--- config.mk ---
export PLATFORM = sky130hd
export DESIGN_NAME = ipv4_udp_port_filter
export DESIGN_NICKNAME = d
export VERILOG_FILES = /design/src/rtl/ipuf_pkg.sv /design/src/rtl/ipuf_parser.sv /design/src/rtl/ipv4_udp_port_filter.sv
export SDC_FILE = /design/constraint.sdc
export NUM_CORES = 1
export LEC_CHECK = 0
export BUFFER_PORTS_ARGS = -buffer_cell sky130_fd_sc_hd__buf_2
export CAP_MARGIN = 20
export CORE_UTILIZATION = 60
export DETAILED_ROUTE_END_ITERATION = 8
export GPL_ROUTABILITY_DRIVEN = 0
export PLACE_DENSITY_LB_ADDON = 0.1
export SLEW_MARGIN = 20
export SYNTH_ARGS = -nofsm -noshare
export SYNTH_HDL_FRONTEND = slang
export SYNTH_SLANG_ARGS = --single-unit
--- constraint.sdc ---
create_clock -name clk -period 9.1 [get_ports clk]
set_input_delay 2.73 -clock clk [delete_from_list [all_inputs] [get_ports clk]]
set_output_delay 2.73 -clock clk [all_outputs]
set_load 0.01 [all_outputs]
--- src/rtl/ipuf_pkg.sv ---
// ipuf_pkg: shared types, codes and constants for the ipv4/udp port filter
// used by ipuf_parser and the ipv4_udp_port_filter top level; no dependencies
package ipuf_pkg;

  // frame byte counter width and default saturation point
  localparam int CountW              = 16;
  localparam int MAX_FRAME_BYTES_DEF = 65535;

  // frame layout
  localparam int ETH_HDR_BYTES   = 14;
  localparam int PROTO_OFFSET    = 23;
  localparam int SRC_ADDR_OFFSET = 26;
  localparam int DST_ADDR_OFFSET = 30;
  localparam int ABS_MIN_LEN     = 24;
  localparam int UDP_HDR_BYTES   = 8;
  localparam int UDP_CAPTURE     = 6;
  localparam int IP_VERSION      = 4;

  // configuration register reset values
  localparam logic [15:0] MATCH_PORT_RESET     = 16'd53;
  localparam logic [15:0] MIN_FRAME_LEN_RESET  = 16'd24;
  localparam logic [7:0]  MATCH_PROTOCOL_RESET = 8'd17;

  // configuration register indexes
  localparam int CfgIndexW = 2;
  localparam int CfgDataW  = 16;
  typedef enum logic [CfgIndexW-1:0] {
    CFG_MATCH_PORT     = 2'd0,
    CFG_MIN_FRAME_LEN  = 2'd1,
    CFG_MATCH_PROTOCOL = 2'd2
  } cfg_index_t;

  typedef enum logic [2:0] {
    ST_ACCEPT    = 3'd0,
    ST_SHORT     = 3'd1,
    ST_NOT_V4    = 3'd2,
    ST_BAD_PROTO = 3'd3,
    ST_PORT_MISS = 3'd4
  } status_t;

  typedef struct packed {
    logic [15:0] match_port;
    logic [15:0] min_frame_len;
    logic [7:0]  match_protocol;
  } cfg_t;

  // packed so that status sits in the lowest bits
  typedef struct packed {
    logic [15:0] data_len;
    logic [15:0] udp_dst;
    logic [15:0] udp_src;
    logic [31:0] dst_addr;
    logic [31:0] src_addr;
    status_t     status;
  } verdict_t;

  localparam int VerdictW = $bits(verdict_t);
  localparam int OutDataW = ((VerdictW + 7) / 8) * 8;

endpackage

--- src/rtl/ipuf_parser.sv ---
// ipuf_parser: per-frame header capture and verdict logic
// depends on ipuf_pkg; state advances on every accepted byte below the saturation count and clears after the last
module ipuf_parser import ipuf_pkg::*; #(
  parameter int MAX_FRAME_BYTES = MAX_FRAME_BYTES_DEF
) (
  input  logic       clk,
  input  logic       rst,
  input  logic       accept,
  input  logic [7:0] data_byte,
  input  logic       last_byte,
  input  cfg_t       cfg,
  output verdict_t   verdict
);

  localparam logic [CountW-1:0] MaxCount = CountW'(MAX_FRAME_BYTES);

  logic [CountW-1:0] byte_count, byte_count_next;
  logic [3:0]        header_words, header_words_next;
  logic              version_ok, version_ok_next;
  logic              protocol_ok, protocol_ok_next;
  logic [31:0]       source_address, source_address_next;
  logic [31:0]       dest_address, dest_address_next;
  logic [15:0]       source_port_reg, source_port_reg_next;
  logic [15:0]       dest_port_reg, dest_port_reg_next;
  logic [15:0]       udp_length, udp_length_next;

  logic [6:0]        udp_start;
  logic [6:0]        udp_start_next;
  logic [2:0]        udp_off;
  logic              in_udp;

  // capture of the current byte into the frame state
  always_comb begin
    byte_count_next      = byte_count;
    header_words_next    = header_words;
    version_ok_next      = version_ok;
    protocol_ok_next     = protocol_ok;
    source_address_next  = source_address;
    dest_address_next    = dest_address;
    source_port_reg_next = source_port_reg;
    dest_port_reg_next   = dest_port_reg;
    udp_length_next      = udp_length;

    if (byte_count < MaxCount) begin
      if (byte_count == CountW'(ETH_HDR_BYTES)) begin
        version_ok_next   = (data_byte[7:4] == 4'(IP_VERSION));
        header_words_next = data_byte[3:0];
      end
      if (byte_count == CountW'(PROTO_OFFSET)) begin
        protocol_ok_next = (data_byte == cfg.match_protocol);
      end
      for (int k = 0; k < 4; k++) begin
        if (byte_count == CountW'(SRC_ADDR_OFFSET + k)) begin
          source_address_next[8*(3-k) +: 8] = data_byte;
        end
        if (byte_count == CountW'(DST_ADDR_OFFSET + k)) begin
          dest_address_next[8*(3-k) +: 8] = data_byte;
        end
      end
      if (in_udp) begin
        case (udp_off)
          3'd0: source_port_reg_next[15:8] = source_port_reg[15:8] | data_byte;
          3'd1: source_port_reg_next[7:0]  = source_port_reg[7:0] | data_byte;
          3'd2: dest_port_reg_next[15:8]   = dest_port_reg[15:8] | data_byte;
          3'd3: dest_port_reg_next[7:0]    = dest_port_reg[7:0] | data_byte;
          3'd4: udp_length_next[15:8]      = udp_length[15:8] | data_byte;
          3'd5: udp_length_next[7:0]       = udp_length[7:0] | data_byte;
          default: ;
        endcase
      end
      byte_count_next = byte_count + 1'b1;
    end
  end

  // udp header position seen by this byte; the ihl byte uses its own ihl
  always_comb begin
    if (byte_count == CountW'(ETH_HDR_BYTES)) begin
      udp_start = 7'(ETH_HDR_BYTES) + {1'b0, data_byte[3:0], 2'b00};
    end else begin
      udp_start = 7'(ETH_HDR_BYTES) + {1'b0, header_words, 2'b00};
    end
    udp_off = 3'(byte_count - {{(CountW-7){1'b0}}, udp_start});
    in_udp = (byte_count >= CountW'(ETH_HDR_BYTES))
          && (byte_count >= {{(CountW-7){1'b0}}, udp_start})
          && (byte_count < {{(CountW-7){1'b0}}, udp_start} + CountW'(UDP_CAPTURE));
  end

  // verdict from the state as it stands after this byte
  always_comb begin
    udp_start_next = 7'(ETH_HDR_BYTES) + {1'b0, header_words_next, 2'b00};

    if (byte_count_next < cfg.min_frame_len || byte_count_next < CountW'(ABS_MIN_LEN)) begin
      verdict.status = ST_SHORT;
    end else if (!version_ok_next) begin
      verdict.status = ST_NOT_V4;
    end else if (!protocol_ok_next) begin
      verdict.status = ST_BAD_PROTO;
    end else if (byte_count_next <
                 {{(CountW-7){1'b0}}, udp_start_next} + CountW'(UDP_CAPTURE)) begin
      verdict.status = ST_SHORT;
    end else if (source_port_reg_next != cfg.match_port &&
                 dest_port_reg_next != cfg.match_port) begin
      verdict.status = ST_PORT_MISS;
    end else begin
      verdict.status = ST_ACCEPT;
    end

    verdict.src_addr = source_address_next;
    verdict.dst_addr = dest_address_next;
    verdict.udp_src  = source_port_reg_next;
    verdict.udp_dst  = dest_port_reg_next;
    if (udp_length_next < 16'(UDP_HDR_BYTES)) begin
      verdict.data_len = '0;
    end else begin
      verdict.data_len = udp_length_next - 16'(UDP_HDR_BYTES);
    end
  end

  always_ff @(posedge clk) begin
    if (rst || (accept && last_byte)) begin
      byte_count      <= '0;
      header_words    <= '0;
      version_ok      <= 1'b0;
      protocol_ok     <= 1'b0;
      source_address  <= '0;
      dest_address    <= '0;
      source_port_reg <= '0;
      dest_port_reg   <= '0;
      udp_length      <= '0;
    end else if (accept) begin
      byte_count      <= byte_count_next;
      header_words    <= header_words_next;
      version_ok      <= version_ok_next;
      protocol_ok     <= protocol_ok_next;
      source_address  <= source_address_next;
      dest_address    <= dest_address_next;
      source_port_reg <= source_port_reg_next;
      dest_port_reg   <= dest_port_reg_next;
      udp_length      <= udp_length_next;
    end
  end

endmodule

--- src/rtl/ipv4_udp_port_filter.sv ---
// output: the verdict for a frame is registered when its last byte is accepted and is valid in the following cycle
// throughput: one byte per cycle; the input stalls in any cycle in which a verdict
// still sits unread in the output register and the receiver is not ready
// reset: registers return to port 53, minimum length 24, protocol 17; frame state clears
// and the output register empties
module ipv4_udp_port_filter import ipuf_pkg::*; #(
  parameter int MAX_FRAME_BYTES = MAX_FRAME_BYTES_DEF
) (
  input  logic                 clk,
  input  logic                 rst,
  input  logic                 s_axis_tvalid,
  output logic                 s_axis_tready,
  input  logic [7:0]           s_axis_tdata,   // [7:0] data_byte
  input  logic                 s_axis_tlast,   // last_byte
  output logic                 m_axis_tvalid,
  input  logic                 m_axis_tready,
  // [2:0] status, [34:3] src_addr, [66:35] dst_addr, [82:67] udp_src,
  // [98:83] udp_dst, [114:99] data_len, rest zero
  output logic [OutDataW-1:0]  m_axis_tdata,
  input  logic                 cfg_valid,
  output logic                 cfg_ready,
  input  logic [CfgIndexW-1:0] cfg_index,
  input  logic [CfgDataW-1:0]  cfg_data
);

  cfg_t     cfg;
  verdict_t verdict;
  verdict_t result;
  logic     out_valid;
  logic     in_accept;
  logic     load;

  assign cfg_ready     = 1'b1;
  assign s_axis_tready = !out_valid || m_axis_tready;
  assign in_accept     = s_axis_tvalid && s_axis_tready;
  assign load          = in_accept && s_axis_tlast;

  always_ff @(posedge clk) begin
    if (rst) begin
      cfg.match_port     <= MATCH_PORT_RESET;
      cfg.min_frame_len  <= MIN_FRAME_LEN_RESET;
      cfg.match_protocol <= MATCH_PROTOCOL_RESET;
    end else if (cfg_valid && cfg_ready) begin
      unique case (cfg_index)
        CFG_MATCH_PORT:     cfg.match_port     <= cfg_data;
        CFG_MIN_FRAME_LEN:  cfg.min_frame_len  <= cfg_data;
        CFG_MATCH_PROTOCOL: cfg.match_protocol <= cfg_data[7:0];
        default: ;
      endcase
    end
  end

  ipuf_parser #(
    .MAX_FRAME_BYTES(MAX_FRAME_BYTES)
  ) u_parser (
    .clk       (clk),
    .rst       (rst),
    .accept    (in_accept),
    .data_byte (s_axis_tdata),
    .last_byte (s_axis_tlast),
    .cfg       (cfg),
    .verdict   (verdict)
  );

  always_ff @(posedge clk) begin
    if (rst) begin
      out_valid <= 1'b0;
    end else if (load) begin
      out_valid <= 1'b1;
    end else if (m_axis_tready) begin
      out_valid <= 1'b0;
    end
  end

  always_ff @(posedge clk) begin
    if (load) begin
      result <= verdict;
    end
  end

  assign m_axis_tvalid = out_valid;
  assign m_axis_tdata  = {{(OutDataW-VerdictW){1'b0}}, result};

endmodule
==> summary.md <==
| Metric | Value |
|---|---|
| Clock skew | `0.0149 ns` |
| Antenna-violating nets left | `0` |
| Wire per inst | `19.3 microns` |
| Cell count after synthesis | `1508` |
| CP Max Fanout | `12` |
| RR Startpoint | `u_parser.byte_count[9]$_SDFFE_PP0P_` |
| Synth warn | `0` |
| Die width | `155 microns` |
| Die H | `155 microns` |
| Worst-path clk slew | `0.06 ns` |
| Post-synthesis sequential area ratio | `49.2%` |
| CP Data Arrival Time | `7.00 ns` |
| CTS tree | `yes` |
| Root buffer cell | `clkbuf_16` |
| Fmax | `0.149 GHz` |
| Hold_sp | `u_parser.dest_address[7]$_SDFFE_PP0P_` |
| Vias in the first global route | `10800` |
| Hold crit path type | `flip-flop to flip-flop` |
| Dpl cells | `1899` |
| GRT Resource Usage Total | `31.3%` |
| Max rail drop VDD | `0.124 mV` |
| DP Worst Slack | `1.93 ns` |
| H-tree Lvls | `1` |
| Fin cells | `1953` |
| DRT iter0 DRCs | `1140` |
| CTS Sinks | `290` |
| Minimum clock period | `6.71 ns` |
| Critical Path RT | `9.39 ns` |
| Hold Path Stages | `2` |
| Worst-Margin Slew | `0.969 ns` |
| Initial antenna violation count | `0` |
| Input/output buffers | `148` |
| Hold Slack | `0.454 ns` |
| Distinct cell type count after synthesis | `80` |
| Post-DP HPWL | `25800 microns` |
| Setup TNS | `0 ns` |
| Slew headroom | `35.2%` |
| Overflow after GRT | `0` |
| Clk buf depth | `3` |
| Post-synth EDFFs | `115` |
| Unrepaired setup endpoints after global routing | `false` |
| Final setup vio count | `0` |
| FFs w/ async S/R, synth | `0%` |
| Static leakage | `6.30 nW` |
| Reg2reg path depth | `17` |
| Inserted Clock Buffers | `29` |
| I/O Pins | `155` |
| Register bit total from synthesis | `290` |
| Final wirelength | `37700 microns` |
| Core Rows | `55` |
| Syn_area_per_cell | `9.37 sq um` |
| Tcrit/Tclk final | `73.8%` |
| Core box area | `22800 sq um` |
| Pwr/cell area | `175 nW/um^2` |
| Ratio of cells with drive above 1 in the final layout | `18.0%` |
| Postcts setup bufs | `0` |
| Cell area after synthesis | `14100 sq um` |
| Tot Pwr | `2.79 mW` |
| First-pass GRT wire length | `59100 microns` |
| Slack of the critical path | `2.39 ns` |
| Clk_lat worst skew | `0.56 ns` |
| Max Cap Viol | `0` |
| Pre-antenna DRT Iters | `5` |
| Final Slew Violations | `0` |
| Syn-to-layout area delta | `12.7%` |
| Top FF cell, synth | `dfxtp_1` |
| Post-CTS sizing | `0` |
| Startpoint types | `primary input` |
| Critical path startpoint | `s_axis_tdata[2]` |
| Number of nets in the layout | `1687` |
| DRC Markers | `0` |
| N_diodes | `0` |
| CTS Hold Buffers Added | `0` |
| Max reg flops | `115` |
| Largest net degree at the start of global routing | `78` |
| Final Hold Viols | `0` |
| Crit end category | `flip-flop` |
| Vias/cell | `6.01` |
| Initial Utilization | `61.8%` |
| Via Count | `11700` |
| Outcome | `finished, final reports clean` |
| Die area | `24200 sq um` |
| Setup CP Type | `primary input to flip-flop` |
Yosys cell counts, drive strengths merged, types with 19 or more instances:
master  number  area, sq um
a21o        20          150
a21oi      149          749
buf         31          184
clkbuf      55          206
dfxtp      175         3500
edfxtp     115         3450
ha          38          475
inv         57          214
mux2        55          619
nand2      224          841
nand2b      40          250
nand3       29          145
nand4       19          134
nor2       165          641
nor3        38          195
nor3b       19          163
o21ai       51          278
xnor2       26          228
cell usage in the layout, fill, tap and decap left out, drive strengths merged, types with 13 or more instances in the layout:
cell,Yosys,final
a31oi,13,13
o21ai,51,51
a21o,20,20
nor2,165,165
edfxtp,115,115
a21oi,149,149
ha,38,38
mux2i,15,15
nand3,29,29
mux2,55,55
nor3b,19,19
nor3,38,38
clkinv,2,13
buf,31,159
clkbuf,55,36
nand2b,40,40
nand4,19,19
o22ai,15,15
nor2b,13,13
dfxtp,175,175
nor4,14,14
inv,57,59
xnor2,26,26
nand2,224,224
critical path, stage by stage:
cell and delay, ns:
buf_2 0.33, clkinv_1 0.32, xnor2_1 0.21, o21ai_0 0.22, inv_1 0.08, ha_1 0.27, or2_2 0.32, nor3b_1 0.16
a32oi_2 0.36, o31ai_4 0.19, nor2_1 0.25, nor3_2 0.12, a21oi_1 0.25, ha_1 0.21, nor2b_1 0.35, nand3b_1 0.19
a211o_1 0.31, mux2i_1 0.12
layer usage:
layer | global-route usage (%) | share of wire (%)
met5 | 0 | 0
met4 | 11.1 | 2.9
met3 | 4.99 | 9.3
met2 | 48.3 | 45
met1 | 44.6 | 43
report_power, final:
part           switching (mW)  internal [mW]  leakage (nW)
combinational           0.155         0.0673          3.33
sequential             0.0195           1.38          2.52
clock                   0.493          0.678         0.450
total                   0.668           2.13          6.30
final timing paths:
path                                                              end  slack, ns
worst max-delay path                  m_axis_tdata[114]$_SDFFCE_PN0P_       2.39
worst min-delay path            u_parser.dest_address[7]$_SDFFE_PP0P_       0.45
worst max register to register        m_axis_tdata[108]$_SDFFCE_PN0P_       3.74
worst min register to register  u_parser.dest_address[7]$_SDFFE_PP0P_       0.45
stage by stage:
| stage | cell area [sq um] | utilization, % |
|---|---|---|
| after floorplan | 14100 | - |
| after global placement | 15000 | 65.6 |
| after detailed placement | 15000 | 65.6 |
| after CTS | 15900 | 69.7 |
| after global routing | 15900 | 69.7 |
| final | 15900 | 69.7 |
final cells by class:
class                   instances  area, sq um
clock buffers                  36          762
clock inverters                18          169
flip-flops and latches        290         6960
fillers                      1834         6930
inverters                      59          224
multi-input cells            1078         6590
well taps                     313          392
repair buffers                159          823
cells by family after synthesis:
kind of cell	count (synthesis)	share of synthesized area, %
AND/OR/NAND/NOR	597	20.3
AO/OA/AOI/OAI	329	14.9
flip-flops	290	49.2
XOR/XNOR	37	2.29
other	2	0.0532
multiplexers	70	5.54
buffers and inverters	145	4.33
adder cells (fa/ha/maj)	38	3.37
No activity file was read; power rests on OpenSTA's default activity.
